## src/sv/smsp_pkg.sv

```systemverilog
// smsp_pkg: shared types and constants for the surface map stream parser
// parse phases, record kinds, result record layout and header magic words
// no dependencies
`default_nettype none

package smsp_pkg;

    localparam int unsigned WORD_W    = 16;
    localparam int unsigned PAYLOAD_W = 192;   // m_tdata width, record kind excluded
    localparam int unsigned KIND_W    = 3;

    localparam logic [WORD_W-1:0] MAGIC_0 = 16'd19533;
    localparam logic [WORD_W-1:0] MAGIC_1 = 16'd19795;
    localparam logic [WORD_W-1:0] MAGIC_2 = 16'd20545;

    // word positions inside the headers
    localparam logic [2:0] MAP_MAGIC_WORDS = 3'd3;
    localparam logic [2:0] MAP_SUM_POS     = 3'd7;
    localparam logic [2:0] FLD_INDEX_POS   = 3'd3;
    localparam logic [2:0] FLD_SUM_POS     = 3'd4;
    localparam logic [1:0] SURF_LAST_WORD  = 2'd3;
    localparam logic [31:0] FLD_HDR_WORDS  = 32'd5;

    typedef enum logic [2:0] {
        PH_IDLE  = 3'd0,
        PH_MAP   = 3'd1,
        PH_FIELD = 3'd2,
        PH_CELL  = 3'd3,
        PH_SURF  = 3'd4
    } phase_t;

    typedef enum logic [KIND_W-1:0] {
        KIND_MAP_HDR   = 3'd0,
        KIND_FIELD_HDR = 3'd1,
        KIND_SURFACE   = 3'd2,
        KIND_BAD_MAGIC = 3'd3,
        KIND_MAP_SUM   = 3'd4,
        KIND_MARKER    = 3'd5,
        KIND_FIELD_SUM = 3'd6,
        KIND_MALFORMED = 3'd7
    } kind_t;

    // first member sits in the top bits, so the tdata order runs bottom up
    typedef struct packed {
        kind_t              record_kind;
        logic signed [15:0] surface_type;
        logic signed [15:0] surface_var_height;
        logic signed [15:0] surface_height;
        logic signed [15:0] surface_length;
        logic [15:0]        cell_id;
        logic [31:0]        field_size_words;
        logic signed [15:0] field_index;
        logic signed [15:0] field_count;
        logic signed [15:0] gap_dim;
        logic signed [15:0] cell_dim;
        logic [15:0]        format_version;
    } result_t;

    function automatic logic [WORD_W-1:0] magic_word(input logic [1:0] idx);
        logic [WORD_W-1:0] m;
        case (idx)
            2'd0:    m = MAGIC_0;
            2'd1:    m = MAGIC_1;
            2'd2:    m = MAGIC_2;
            default: m = '0;
        endcase
        return m;
    endfunction

endpackage

`default_nettype wire

```

## src/sv/smsp_parse_core.sv

```systemverilog
// smsp_parse_core: per-word parse state update and result record forming
// depends on smsp_pkg
`default_nettype none

module smsp_parse_core (
    input  wire logic                          aclk,
    input  wire logic                          aresetn,
    input  wire logic                          cfg_wr_en,
    input  wire logic [smsp_pkg::WORD_W-1:0]   cfg_wr_data,
    input  wire logic                          in_accept,
    input  wire logic [smsp_pkg::WORD_W-1:0]   in_word,
    input  wire logic                          in_start,
    input  wire logic                          in_end,
    output logic                               res_valid,
    output smsp_pkg::result_t                  res
);

    smsp_pkg::phase_t phase_reg, phase_next;
    logic [2:0]  pos_reg, pos_next;
    logic [15:0] sum_reg, sum_next;
    logic [31:0] body_reg, body_next;
    logic [15:0] sleft_reg, sleft_next;
    logic [1:0]  sw_reg, sw_next;
    logic [15:0] hdr_reg [4];
    logic [15:0] hdr_next [4];
    logic [15:0] surf_reg [3];
    logic [15:0] surf_next [3];
    logic [15:0] field_reg, field_next;
    logic [15:0] cell_reg, cell_next;
    logic [15:0] marker_reg;

    // state as seen by this beat, after a stream start
    smsp_pkg::phase_t eff_phase;
    logic [2:0]  eff_pos;
    logic [15:0] eff_sum;
    logic [31:0] eff_body;
    logic [15:0] eff_sleft;
    logic [1:0]  eff_sw;

    logic [2:0]  map_idx;
    logic [2:0]  fld_idx;
    logic [31:0] body_dec;
    logic [15:0] sleft_dec;
    logic [31:0] need_words;
    logic [31:0] fsize;
    logic [15:0] sum_add;

    logic            err;
    smsp_pkg::kind_t err_kind;
    logic            rec;

    assign eff_phase = in_start ? smsp_pkg::PH_MAP : phase_reg;
    assign eff_pos   = in_start ? 3'd0  : pos_reg;
    assign eff_sum   = in_start ? 16'd0 : sum_reg;
    assign eff_body  = in_start ? 32'd0 : body_reg;
    assign eff_sleft = in_start ? 16'd0 : sleft_reg;
    assign eff_sw    = in_start ? 2'd0  : sw_reg;

    assign map_idx    = eff_pos - smsp_pkg::MAP_MAGIC_WORDS;
    assign fld_idx    = eff_pos - 3'd1;
    assign body_dec   = eff_body - 32'd1;
    assign sleft_dec  = eff_sleft - 16'd1;
    assign need_words = {14'd0, in_word, 2'b00};
    assign fsize      = {hdr_reg[1], hdr_reg[0]};
    assign sum_add    = eff_sum + in_word;

    // next state
    always_comb begin
        phase_next = eff_phase;
        pos_next   = eff_pos;
        sum_next   = eff_sum;
        body_next  = eff_body;
        sleft_next = eff_sleft;
        sw_next    = eff_sw;
        hdr_next   = hdr_reg;
        surf_next  = surf_reg;
        field_next = field_reg;
        cell_next  = cell_reg;
        err        = 1'b0;
        err_kind   = smsp_pkg::KIND_MALFORMED;
        unique case (eff_phase)
            smsp_pkg::PH_IDLE: begin
            end
            smsp_pkg::PH_MAP: begin
                if (eff_pos < smsp_pkg::MAP_MAGIC_WORDS) begin
                    if (in_word != smsp_pkg::magic_word(eff_pos[1:0])) begin
                        err      = 1'b1;
                        err_kind = smsp_pkg::KIND_BAD_MAGIC;
                    end else begin
                        sum_next = sum_add;
                        pos_next = eff_pos + 3'd1;
                    end
                end else if (eff_pos < smsp_pkg::MAP_SUM_POS) begin
                    hdr_next[map_idx[1:0]] = in_word;
                    sum_next = sum_add;
                    pos_next = eff_pos + 3'd1;
                end else if (eff_sum != in_word) begin
                    err      = 1'b1;
                    err_kind = smsp_pkg::KIND_MAP_SUM;
                end else begin
                    phase_next = smsp_pkg::PH_FIELD;
                    pos_next   = 3'd0;
                    sum_next   = 16'd0;
                end
            end
            smsp_pkg::PH_FIELD: begin
                if (eff_pos == 3'd0) begin
                    if (in_word != marker_reg) begin
                        err      = 1'b1;
                        err_kind = smsp_pkg::KIND_MARKER;
                    end else begin
                        sum_next = 16'd0;
                        pos_next = 3'd1;
                    end
                end else if (eff_pos < smsp_pkg::FLD_SUM_POS) begin
                    if (eff_pos < smsp_pkg::FLD_INDEX_POS) begin
                        hdr_next[fld_idx[1:0]] = in_word;
                    end else begin
                        field_next = in_word;
                    end
                    sum_next = sum_add;
                    pos_next = eff_pos + 3'd1;
                end else if (eff_sum != in_word) begin
                    err      = 1'b1;
                    err_kind = smsp_pkg::KIND_FIELD_SUM;
                end else if (fsize < smsp_pkg::FLD_HDR_WORDS) begin
                    err = 1'b1;
                end else begin
                    pos_next = 3'd0;
                    if (fsize > smsp_pkg::FLD_HDR_WORDS) begin
                        body_next  = fsize - smsp_pkg::FLD_HDR_WORDS;
                        phase_next = smsp_pkg::PH_CELL;
                    end
                end
            end
            smsp_pkg::PH_CELL: begin
                if (eff_pos == 3'd0) begin
                    if (eff_body < 32'd2) begin
                        err = 1'b1;
                    end else begin
                        body_next = body_dec;
                        cell_next = in_word;
                        pos_next  = 3'd1;
                    end
                end else begin
                    body_next = body_dec;
                    if (need_words > body_dec) begin
                        err = 1'b1;
                    end else begin
                        pos_next = 3'd0;
                        if (in_word == 16'd0) begin
                            if (body_dec == 32'd0) begin
                                phase_next = smsp_pkg::PH_FIELD;
                            end
                        end else begin
                            sleft_next = in_word;
                            sw_next    = 2'd0;
                            phase_next = smsp_pkg::PH_SURF;
                        end
                    end
                end
            end
            smsp_pkg::PH_SURF: begin
                body_next = body_dec;
                if (eff_sw != smsp_pkg::SURF_LAST_WORD) begin
                    surf_next[eff_sw] = in_word;
                    sw_next = eff_sw + 2'd1;
                end else begin
                    sw_next    = 2'd0;
                    sleft_next = sleft_dec;
                    if (sleft_dec == 16'd0) begin
                        phase_next = (body_dec == 32'd0) ? smsp_pkg::PH_FIELD
                                                         : smsp_pkg::PH_CELL;
                        pos_next   = 3'd0;
                    end
                end
            end
            default: begin
            end
        endcase
        // last beat must close a whole map header or field
        if (eff_phase != smsp_pkg::PH_IDLE && !err && in_end) begin
            if (!(phase_next == smsp_pkg::PH_FIELD && pos_next == 3'd0)) begin
                err      = 1'b1;
                err_kind = smsp_pkg::KIND_MALFORMED;
            end else begin
                phase_next = smsp_pkg::PH_IDLE;
                pos_next   = 3'd0;
            end
        end
        if (err) begin
            phase_next = smsp_pkg::PH_IDLE;
            pos_next   = 3'd0;
        end
    end

    // result record
    always_comb begin
        res = '0;
        rec = 1'b0;
        if (err) begin
            res.record_kind = err_kind;
        end else begin
            unique case (eff_phase)
                smsp_pkg::PH_MAP: begin
                    if (eff_pos == smsp_pkg::MAP_SUM_POS) begin
                        rec                = 1'b1;
                        res.record_kind    = smsp_pkg::KIND_MAP_HDR;
                        res.format_version = hdr_reg[0];
                        res.cell_dim       = hdr_reg[1];
                        res.gap_dim        = hdr_reg[2];
                        res.field_count    = hdr_reg[3];
                    end
                end
                smsp_pkg::PH_FIELD: begin
                    if (eff_pos == smsp_pkg::FLD_SUM_POS) begin
                        rec                  = 1'b1;
                        res.record_kind      = smsp_pkg::KIND_FIELD_HDR;
                        res.field_index      = field_reg;
                        res.field_size_words = fsize;
                    end
                end
                smsp_pkg::PH_SURF: begin
                    if (eff_sw == smsp_pkg::SURF_LAST_WORD) begin
                        rec                    = 1'b1;
                        res.record_kind        = smsp_pkg::KIND_SURFACE;
                        res.field_index        = field_reg;
                        res.cell_id            = cell_reg;
                        res.surface_length     = surf_reg[0];
                        res.surface_height     = surf_reg[1];
                        res.surface_var_height = surf_reg[2];
                        res.surface_type       = in_word;
                    end
                end
                default: begin
                end
            endcase
        end
        res_valid = in_accept && (err || rec);
    end

    always_ff @(posedge aclk) begin
        if (!aresetn) begin
            phase_reg  <= smsp_pkg::PH_IDLE;
            pos_reg    <= 3'd0;
            sum_reg    <= 16'd0;
            body_reg   <= 32'd0;
            sleft_reg  <= 16'd0;
            sw_reg     <= 2'd0;
            field_reg  <= 16'd0;
            cell_reg   <= 16'd0;
            marker_reg <= 16'd0;
        end else begin
            if (cfg_wr_en) begin
                marker_reg <= cfg_wr_data;
            end
            if (in_accept) begin
                phase_reg <= phase_next;
                pos_reg   <= pos_next;
                sum_reg   <= sum_next;
                body_reg  <= body_next;
                sleft_reg <= sleft_next;
                sw_reg    <= sw_next;
                field_reg <= field_next;
                cell_reg  <= cell_next;
            end
        end
    end

    // header and surface words: written before read, no reset
    always_ff @(posedge aclk) begin
        if (in_accept) begin
            hdr_reg  <= hdr_next;
            surf_reg <= surf_next;
        end
    end

    a_idle_pos_zero: assert property (@(posedge aclk) disable iff (!aresetn)
        phase_reg == smsp_pkg::PH_IDLE |-> pos_reg == 3'd0)
        else $error("idle phase with nonzero word position");

    a_surf_count: assert property (@(posedge aclk) disable iff (!aresetn)
        phase_reg == smsp_pkg::PH_SURF |-> sleft_reg != 16'd0)
        else $error("surface phase with no surfaces left");

    a_cell_body: assert property (@(posedge aclk) disable iff (!aresetn)
        phase_reg == smsp_pkg::PH_CELL |-> body_reg != 32'd0)
        else $error("cell phase with empty field body");

endmodule

`default_nettype wire

```

## src/sv/smsp_out_skid.sv

```systemverilog
// smsp_out_skid: result register plus one skid entry toward the master side
// depends on smsp_pkg
`default_nettype none

module smsp_out_skid (
    input  wire logic                aclk,
    input  wire logic                aresetn,
    input  wire logic                in_valid,
    input  smsp_pkg::result_t        in_data,
    output logic                     in_ready,
    output logic                     out_valid,
    output smsp_pkg::result_t        out_data,
    input  wire logic                out_ready
);

    logic              out_valid_reg;
    logic              skid_valid_reg;
    smsp_pkg::result_t out_data_reg;
    smsp_pkg::result_t skid_data_reg;

    assign in_ready  = !skid_valid_reg;
    assign out_valid = out_valid_reg;
    assign out_data  = out_data_reg;

    always_ff @(posedge aclk) begin
        if (!aresetn) begin
            out_valid_reg  <= 1'b0;
            skid_valid_reg <= 1'b0;
        end else if (out_ready || !out_valid_reg) begin
            if (skid_valid_reg) begin
                out_valid_reg  <= 1'b1;
                skid_valid_reg <= 1'b0;
            end else begin
                out_valid_reg  <= in_valid;
            end
        end else if (in_valid && !skid_valid_reg) begin
            skid_valid_reg <= 1'b1;
        end
    end

    always_ff @(posedge aclk) begin
        if (out_ready || !out_valid_reg) begin
            out_data_reg <= skid_valid_reg ? skid_data_reg : in_data;
        end else if (in_valid && !skid_valid_reg) begin
            skid_data_reg <= in_data;
        end
    end

    a_skid_behind_out: assert property (@(posedge aclk) disable iff (!aresetn)
        skid_valid_reg |-> out_valid_reg)
        else $error("skid entry held with empty output register");

    a_no_drop: assert property (@(posedge aclk) disable iff (!aresetn)
        in_valid |-> in_ready)
        else $error("result offered while skid entry is full");

endmodule

`default_nettype wire

```

## src/sv/surface_map_stream_parser_core.sv

```systemverilog
// surface_map_stream_parser_core: top level of the surface map word stream parser
// depends on smsp_pkg, smsp_parse_core and smsp_out_skid
//
// channel  dir  ports                          contents
// s_       in   tvalid tready tdata tuser tlast  map word, stream start, stream end
// m_       out  tvalid tready tdata tuser        parsed record, record kind
// cfg_     in   wr_en wr_data                    field start marker
//
// one word per cycle while s_tready is high; each word updates the parse state in the cycle it is taken
// the word that closes a record registers it into the m_ output register, or into the skid entry while m_ stalls
// s_tready drops only while the skid entry holds a record behind a stalled m_
// aresetn is synchronous, active low; parser comes up idle, marker register zero
// words are ignored until one arrives with s_tuser set (stream start)
`default_nettype none

module surface_map_stream_parser_core (
    input  wire logic                           aclk,
    input  wire logic                           aresetn,
    // configuration
    input  wire logic                           cfg_wr_en,
    input  wire logic [smsp_pkg::WORD_W-1:0]    cfg_wr_data,   // field_start_marker
    // word stream in
    input  wire logic                           s_tvalid,
    output logic                                s_tready,
    input  wire logic [smsp_pkg::WORD_W-1:0]    s_tdata,       // [15:0] stream_word
    input  wire logic                           s_tuser,       // [0] stream_start
    input  wire logic                           s_tlast,       // stream_end
    // records out
    output logic                                m_tvalid,
    input  wire logic                           m_tready,
    // [15:0] format_version, [31:16] cell_dim, [47:32] gap_dim,
    // [63:48] field_count, [79:64] field_index, [111:80] field_size_words,
    // [127:112] cell_id, [143:128] surface_length, [159:144] surface_height,
    // [175:160] surface_var_height, [191:176] surface_type
    output logic [smsp_pkg::PAYLOAD_W-1:0]      m_tdata,
    output logic [smsp_pkg::KIND_W-1:0]         m_tuser        // [2:0] record_kind
);

    logic              s_beat;        // input beat taken this cycle
    logic              res_valid;
    smsp_pkg::result_t res;
    logic              skid_ready;
    smsp_pkg::result_t out_rec;

    assign s_tready = skid_ready;
    assign s_beat   = s_tvalid && s_tready;

    // parse state and record build
    smsp_parse_core u_core (
        .aclk        (aclk),
        .aresetn     (aresetn),
        .cfg_wr_en   (cfg_wr_en),
        .cfg_wr_data (cfg_wr_data),
        .in_accept   (s_beat),
        .in_word     (s_tdata),
        .in_start    (s_tuser),
        .in_end      (s_tlast),
        .res_valid   (res_valid),
        .res         (res)
    );

    // result register with skid entry, keeps the word side moving under a stall until the skid entry fills
    smsp_out_skid u_out (
        .aclk      (aclk),
        .aresetn   (aresetn),
        .in_valid  (res_valid),
        .in_data   (res),
        .in_ready  (skid_ready),
        .out_valid (m_tvalid),
        .out_data  (out_rec),
        .out_ready (m_tready)
    );

    assign m_tdata = out_rec[smsp_pkg::PAYLOAD_W-1:0];
    assign m_tuser = out_rec.record_kind;

endmodule

`default_nettype wire

```

## config.mk

```make
export PLATFORM = sky130hd
export DESIGN_NAME = surface_map_stream_parser_core
export DESIGN_NICKNAME = d
export VERILOG_FILES = /design/src/sv/smsp_pkg.sv /design/src/sv/smsp_parse_core.sv /design/src/sv/smsp_out_skid.sv /design/src/sv/surface_map_stream_parser_core.sv
export SDC_FILE = /design/constraint.sdc
export NUM_CORES = 1
export LEC_CHECK = 0
export ABC_AREA = 1
export BUFFER_PORTS_ARGS = -buffer_cell sky130_fd_sc_hd__buf_2
export CAP_MARGIN = 30
export CORE_ASPECT_RATIO = 1.75
export CORE_MARGIN = 5
export CORE_UTILIZATION = 55
export DETAILED_ROUTE_END_ITERATION = 8
export PLACE_DENSITY = 0.71
export RECOVER_POWER = 50
export SLEW_MARGIN = 20
export SYNTH_ARGS = -nofsm -noshare
export SYNTH_HDL_FRONTEND = slang
export SYNTH_SLANG_ARGS = --single-unit
```

## constraint.sdc

```tcl
create_clock -name aclk -period 40.5 [get_ports aclk]
set_clock_uncertainty 0.05 [all_clocks]
set_input_delay 4.05 -clock aclk [delete_from_list [all_inputs] [get_ports aclk]]
set_output_delay 4.05 -clock aclk [all_outputs]
set_load 0.01 [all_outputs]
```

==> results.tsv, run 1 <==
stage	metric	value	unit
outcome	status	finished, violations left	
outcome	failing checks	max-capacitance violations, max-slew violations	
sta	Peak Freq	88.0	MHz
drt	vias	25400	
final_layout	Area Overhead vs Synth	10.8	%
global_route	gr ovfl total	0	
pwr	Pint	1.04	mW
global_route	pin count of the biggest net entering global routing	129	
drt	Initial DRC Count	2520	
global_route	vias in the first global route	24000	
worst_setup_path	Worst Path Buf+Inv	8	
synthesis	EDFF count, synth	502	
worst_setup_path	Setup CP Type	input port to flop	
pwr	Switch Pwr	0.350	mW
drt	Pre-antenna DRT Iters	6	
clock_tree	CTS Hold Bufs	0	
clock_tree	CTS Buffer Depth	3	
synthesis	Cell Area, Synth	30700	um^2
worst_setup_path	max incr delay on CP	0.97	ns
drt	post-route ant nets	0	
drt	routed wire length	94800	um
pwr	Clk network pwr share	0.390	
worst_setup_path	CP max stage cell	clkbuf_1	
placed_design	HPWL after detailed placement	63400	um
clock_tree	Clock Root Buffer	clkbuf_16	
final_layout	nets@finish	3710	
worst_hold_path	Hold/Removal Path Class	flop to flop	
worst_setup_path	Critical Path Most Common Cell	inv_1	
synthesis	Synth Instances	3435	
worst_setup_path	critical-path cell list	clkbuf_1 -> inv_1 -> nand2_1 -> inv_1 -> ha_1 -> ha_1 -> inv_1 -> nor4_1 -> nand3_1 -> nor2_1 -> nand2_1 -> inv_1 -> o32ai_1 -> nor3_4 -> nand3_1 -> o21bai_4 -> nand3_1 -> nand2_1 -> nor2_4 -> buf_4 -> buf_4 -> buf_16	
synthesis	Synth Flop Type	edfxtp_1	
global_route	initial antenna violation count	1	
sta	RSZ-0062 raised after global routing	false	
sta	hold violation count in the final report	0	
worst_setup_path	CP top delay family	buffers and inverters	
placed_design	GP Congestion	1.03	
pwr	Comb pwr share	0.094	
synthesis	Cell variety after synth	55	
pwr	leakage power	14.1	nW
pwr	Sw Ratio	0.251	
sta	fin crit share	0.281	
clock_tree	clock slew at reported path FFs	0.07	ns
sta	Final Max Slew Viols	269	
sta	Least-Margin Pin Slew	4.01	ns
sta	slew margin rel.	-1.68	
worst_setup_path	CP Capture Type	flop	
final_layout	commonest non-fill, non-tap cell in the layout	nand2_1	
floorplanning	initial cell density of the core	0.556	
synthesis	syn_area_per_cell	8.95	um^2
clock_tree	cts bufs inserted	54	
placed_design	Port Buf Inserts	235	
synthesis	Async SR Flop Fraction	0	
floorplanning	row count	114	
pwr	PD cells	40.9	nW/um^2
pwr	VDD IR max	0.0333	mV
worst_setup_path	Critical Path RT	40.72	ns
final_layout	most frequent cells in the layout	nand2_1 (988), edfxtp_1 (502), nor2_1 (456), inv_1 (293), clkbuf_1 (239)	
global_route	total global-route track usage	0.301	
sta	final setup vio count	0	
flow_run	max cap viols	5	
worst_setup_path	Max FO, Critical Path	56	
worst_setup_path	startpoint types	input port	
synthesis	syn nets	3528	
clock_tree	CTS tree	done	
floorplanning	core box area	55300	um^2
clock_tree	H-Tree Depth	2	
global_route	first-pass GRT wire length	141000	um
drt	wire per inst	21.7	um
final_layout	share of layout cells above drive strength 1	0.0642	
synthesis	register area share after synthesis	0.570	
synthesis	Seq cells post-synth	624	
synthesis	synth warn	0	
clock_tree	Clk Latency, worst-skew pair	0.63	ns
drt	DRC	0	
final_layout	antenna cell count	0	
floorplanning	die area	60900	um^2
worst_setup_path	Critical Path AT	11.59	ns
sta	Fin Hold WS	0.413	ns
sta	Final TNS setup	0	ns
clock_tree	post_cts resized	0	
clock_tree	Num Clock Sinks	624	
floorplanning	DIE HEIGHT	323	um
floorplanning	die width	189	um
clock_tree	post-CTS setup buffer count	0	
floorplanning	Ports	236	
drt	DR vias/cell	5.82	
sta	fin crit period	11.37	ns
pwr	Seq pwr share	0.516	
## through the flow
| stage | total power, mW | cell area, um^2 | util | cells | setup slack [ns] |
|---|---|---|---|---|---|
| after global placement | 0.864 | 32500 | 0.586 | 4252 | 29.73 |
| after detailed placement | 0.864 | 32500 | 0.587 | 4253 | 29.67 |
| after global routing | 1.44 | 34100 | 0.616 | 4358 | 28.75 |
| final | 1.39 | 34100 | 0.616 | 4358 | 29.13 |
| after CTS | 1.40 | 34300 | 0.620 | 4354 | 30.31 |
| after floorplan | 0.812 | 30700 | - | 3435 | 20.40 |
## cells in the mapped netlist, drive strengths merged (2+ instances only)
master | instances | area share
nand2 | 1001 | 0.12
edfxtp | 502 | 0.49
nor2 | 477 | 0.060
inv | 307 | 0.037
o21ai | 172 | 0.028
a21oi | 167 | 0.027
nand3 | 131 | 0.022
dfxtp | 122 | 0.079
clkbuf | 103 | 0.013
nor3 | 59 | 0.015
ha | 53 | 0.022
xor2 | 48 | 0.014
buf | 46 | 0.0085
o31ai | 33 | 0.0081
o221ai | 30 | 0.0085
nand4 | 23 | 0.0047
o211ai | 23 | 0.0056
a221oi | 18 | 0.0051
o22ai | 18 | 0.0037
xnor2 | 17 | 0.0048
a31oi | 14 | 0.0028
nor4 | 13 | 0.0026
clkinv | 11 | 0.0013
dlygate4sd1 | 9 | 0.0026
o2111ai | 8 | 0.0023
a211oi | 4 | 0.00098
a22oi | 3 | 0.00073
o21bai | 3 | 0.0011
a2111oi | 2 | 0.00057
a22o | 2 | 0.00057
a41oi | 2 | 0.00057
and2 | 2 | 0.00041
nand3b | 2 | 0.00049
o32ai | 2 | 0.00057
or2 | 2 | 0.00041
## worst min-delay path, delay by kind of cell (launching register included)
family | cells | cell delay [ns]
AND/OR/NAND/NOR | 1 | 0.06
AO/OA/AOI/OAI | 1 | 0.05
flip-flops | 1 | 0.31
## final timing paths
kind                                  start                                 to  slack (ns)  depth (start not counted)
min reg2reg   u_core.sw_reg[0]$_SDFFE_PN0P_      u_core.sw_reg[0]$_SDFFE_PN0P_        0.41                          2
min           u_core.sw_reg[0]$_SDFFE_PN0P_      u_core.sw_reg[0]$_SDFFE_PN0P_        0.41                          2
max                                 s_tuser  u_out.skid_data_reg[25]$_DFFE_PP_       29.13                         22
max reg2reg  u_core.pos_reg[0]$_SDFFE_PN0P_  u_out.skid_data_reg[25]$_DFFE_PP_       34.21                         20
## layer usage
metal | GRT usage | share of wire | vias up
met3 | 0.0355 | 0.069 | 296
li1 | - | - | 11900
met1 | 0.369 | 0.38 | 12000
met5 | 0 | 0 | -
met2 | 0.517 | 0.49 | 1161
met4 | 0.171 | 0.069 | 0
## cells by family (layout without fill, tap and decap cells)
logic type                 Yosys count  count (layout)  share of synthesized area
and+or+nand+nor                   1713            1713                      0.230
DFF                                624             624                      0.570
AOI/OAI and AO/OA                  503             503                     0.0971
buffers and inverters              476             703                     0.0624
xor gates and xnor gates            65              65                     0.0185
adders and majority gates           54              54                     0.0222
## layout make-up
cell class | count | area (um^2)
clock buffer | 73 | 1540
clock inverter | 28 | 320
fill | 4917 | 21300
inverter | 318 | 1200
multi-input combinational | 2335 | 11300
sequential | 624 | 17500
tap | 696 | 871
timing repair buffer | 284 | 1290
## power by group through the flow
stage / clock, mW / combinational [mW] / sequential, mW
after detailed placement: 0 / 0.132 / 0.732
after global routing: 0.578 / 0.142 / 0.720
after CTS: 0.551 / 0.133 / 0.718
after global placement: 0 / 0.132 / 0.732
after floorplan: 0 / 0.0743 / 0.738
final: 0.543 / 0.131 / 0.719
No activity file was read; power rests on OpenSTA's default activity.
==> run 2: changes to the inputs <==
Settings changed: PLACE_DENSITY 0.71 to 0.74.
Clock period 40.5 ns to 9.47 ns, I/O delays scaled along.
==> run 2 against run 1 <==
The flow still finishes with violations (max-capacitance violations, max-slew violations). Global-route usage is 1.2 points higher. Combinational power grew to 4.4 times the previous value. Critical path depth is 1 lower. Largest power group unchanged. First-iteration DRC count is 8.3% higher.
==> results.tsv, run 2 (synthesis gave the netlist of run 1 again) <==
stage	metric	value	unit
sta	hold violation count in the final report	0	
clock_tree	post_cts resized	0	
worst_setup_path	critical-path cell list	buf_2 -> inv_1 -> nand2_1 -> inv_1 -> ha_1 -> ha_1 -> inv_1 -> nor4_1 -> nand3_1 -> nor2_1 -> nand2_1 -> inv_1 -> o32ai_1 -> nor3_4 -> nand3_1 -> o21bai_4 -> nand2_4 -> buf_4 -> nor3_2 -> nand2_1 -> nand2_1	
worst_setup_path	R2R Path Start	u_out.out_valid$_SDFFE_PN0P_	
clock_tree	Clk Latency, worst-skew pair	0.63	ns
placed_design	Port Buf Inserts	235	
worst_setup_path	r2r setup slk	2.90	ns
sta	final setup vio count	0	
drt	Pre-antenna DRT Iters	6	
worst_hold_path	Hold/Removal Path Class	flop to flop	
floorplanning	row count	114	
drt	post-route ant nets	0	
final_layout	commonest non-fill, non-tap cell in the layout	nand2_1	
sta	fin crit period	7.51	ns
drt	vias	25400	
floorplanning	die width	189	um
clock_tree	Num Clock Sinks	624	
pwr	PD cells	176	nW/um^2
sta	Peak Freq	133	MHz
worst_setup_path	Critical Path Start	s_tuser	
clock_tree	H-Tree Depth	2	
worst_setup_path	Critical Path RT	9.79	ns
final_layout	most frequent cells in the layout	nand2_1 (988), edfxtp_1 (502), nor2_1 (457), inv_1 (293), clkbuf_1 (241)	
global_route	gr ovfl total	0	
worst_hold_path	Worst Hold Path Cells	2	
sta	fin crit share	0.793	
sta	Least-Margin Pin Slew	3.84	ns
drt	DR vias/cell	5.82	
sta	RSZ-0062 raised after global routing	false	
sta	Final Max Slew Viols	421	
drt	Initial DRC Count	2729	
final_layout	Fillers	4851	
clock_tree	CTS Hold Bufs	0	
clock_tree	Clock Root Buffer	clkbuf_16	
pwr	VDD IR max	0.142	mV
floorplanning	initial cell density of the core	0.556	
worst_hold_path	Hold Path Sink	u_core.sleft_reg[1]$_SDFFE_PN0P_	
worst_setup_path	Worst Path Buf+Inv	6	
outcome	status	finished, violations left	
worst_setup_path	startpoint types	input port	
worst_setup_path	Max FO, Critical Path	75	
flow_run	max cap viols	12	
placed_design	GP Congestion	1.05	
global_route	first-pass GRT wire length	146000	um
global_route	initial antenna violation count	6	
final_layout	nets@finish	3720	
clock_tree	CTS tree	done	
floorplanning	Ports	236	
worst_setup_path	CP top delay family	simple AND/OR/NAND/NOR gates	
sta	slew margin rel.	-1.56	
clock_tree	cts bufs inserted	55	
floorplanning	core box area	55300	um^2
final_layout	Area Overhead vs Synth	11.1	%
clock_tree	post-CTS setup buffer count	0	
floorplanning	DIE HEIGHT	323	um
worst_setup_path	CP Capture Type	flop	
worst_setup_path	Critical Path AT	7.83	ns
drt	DRC	0	
global_route	pin count of the biggest net entering global routing	169	
placed_design	HPWL after detailed placement	67000	um
worst_setup_path	max incr delay on CP	1.15	ns
drt	routed wire length	97900	um
final_layout	fin area	34100	um^2
global_route	total global-route track usage	0.313	
final_layout	antenna cell count	0	
outcome	failing checks	max-capacitance violations, max-slew violations	
final_layout	share of layout cells above drive strength 1	0.0648	
floorplanning	die area	60900	um^2
sta	Final TNS setup	0	ns
worst_setup_path	FF-to-FF End	u_out.out_data[33]$_DFFE_PP_	
placed_design	Placement Cell Area	32600	um^2
worst_setup_path	Stages on worst setup path	21	
worst_setup_path	Setup CP Type	input port to flop	
worst_hold_path	Hold Startpoint	u_core.sleft_reg[1]$_SDFFE_PN0P_	
worst_setup_path	Worst R2R Path Depth	5	
worst_setup_path	CP max stage cell	inv_1	
clock_tree	clock slew at reported path FFs	0.07	ns
global_route	vias in the first global route	24300	
drt	wire per inst	22.4	um
pwr	leakage power	14.1	nW
clock_tree	CTS Buffer Depth	3	
run 2: cell type report:
type,count,area (um^2),share of cell area
Clock buffer,71,1510,0.0442
Sequential cell,624,17500,0.513
Tap cell,696,871,0.0255
Multi-Input combinational cell,2335,11300,0.332
Timing Repair Buffer,293,1320,0.0386
Clock inverter,33,382,0.0112
Inverter,318,1200,0.0351
run 2: power breakdown:
part | total, mW | leakage [nW] | switching, mW | internal (mW)
combinational | 0.570 | 7.09 | 0.432 | 0.138
clock | 2.36 | 0.914 | 1.05 | 1.31
sequential | 3.08 | 6.10 | 0.0418 | 3.03
total | 6.00 | 14.1 | 1.53 | 4.48
run 2: how the worst max path moves through the flow:
stage / to / slack (ns)
2_1_floorplan: u_out.skid_data_reg[0]$_DFFE_PP_ / -3.74
3_3_place_gp: u_out.out_data[4]$_DFFE_PP_ / 2.35
3_5_place_dp: u_out.out_data[183]$_DFFE_PP_ / 2.28
4_1_cts: u_out.out_data[114]$_DFFE_PP_ / 2.92
5_1_grt: u_out.out_data[114]$_DFFE_PP_ / 1.72
6_report: u_out.out_data[5]$_DFFE_PP_ / 1.96
run 2: worst register-to-register path, delay by kind of cell (launching register included):
| kind | cells | cell delay, ns |
|---|---|---|
| flip-flops | 1 | 0.32 |
| AND/OR/NAND/NOR | 1 | 0.08 |
| buffers and inverters | 4 | 5.61 |
run 2: stage by stage:
stage / instances / utilization / setup slack, ns / hold WS [ns] / power (mW)
6_report: 4370 / 0.617 / 1.96 / 0.415 / 6.00
5_1_grt: 4370 / 0.617 / 1.72 / 0.426 / 6.18
4_1_cts: 4369 / 0.623 / 2.92 / 0.416 / 6.03
3_5_place_dp: 4265 / 0.589 / 2.28 / 0.406 / 3.71
3_3_place_gp: 4264 / 0.589 / 2.35 / 0.401 / 3.71
2_1_floorplan: 3435 / - / -3.74 / 0.395 / 3.47
run 2: layer usage:
metal	global-route usage	vias up	routed length [um]
met4	0.192	0	7450
li1	-	11900	-
met3	0.0442	337	7290
met1	0.367	11900	34600
met2	0.545	1294	48500
met5	0	-	0
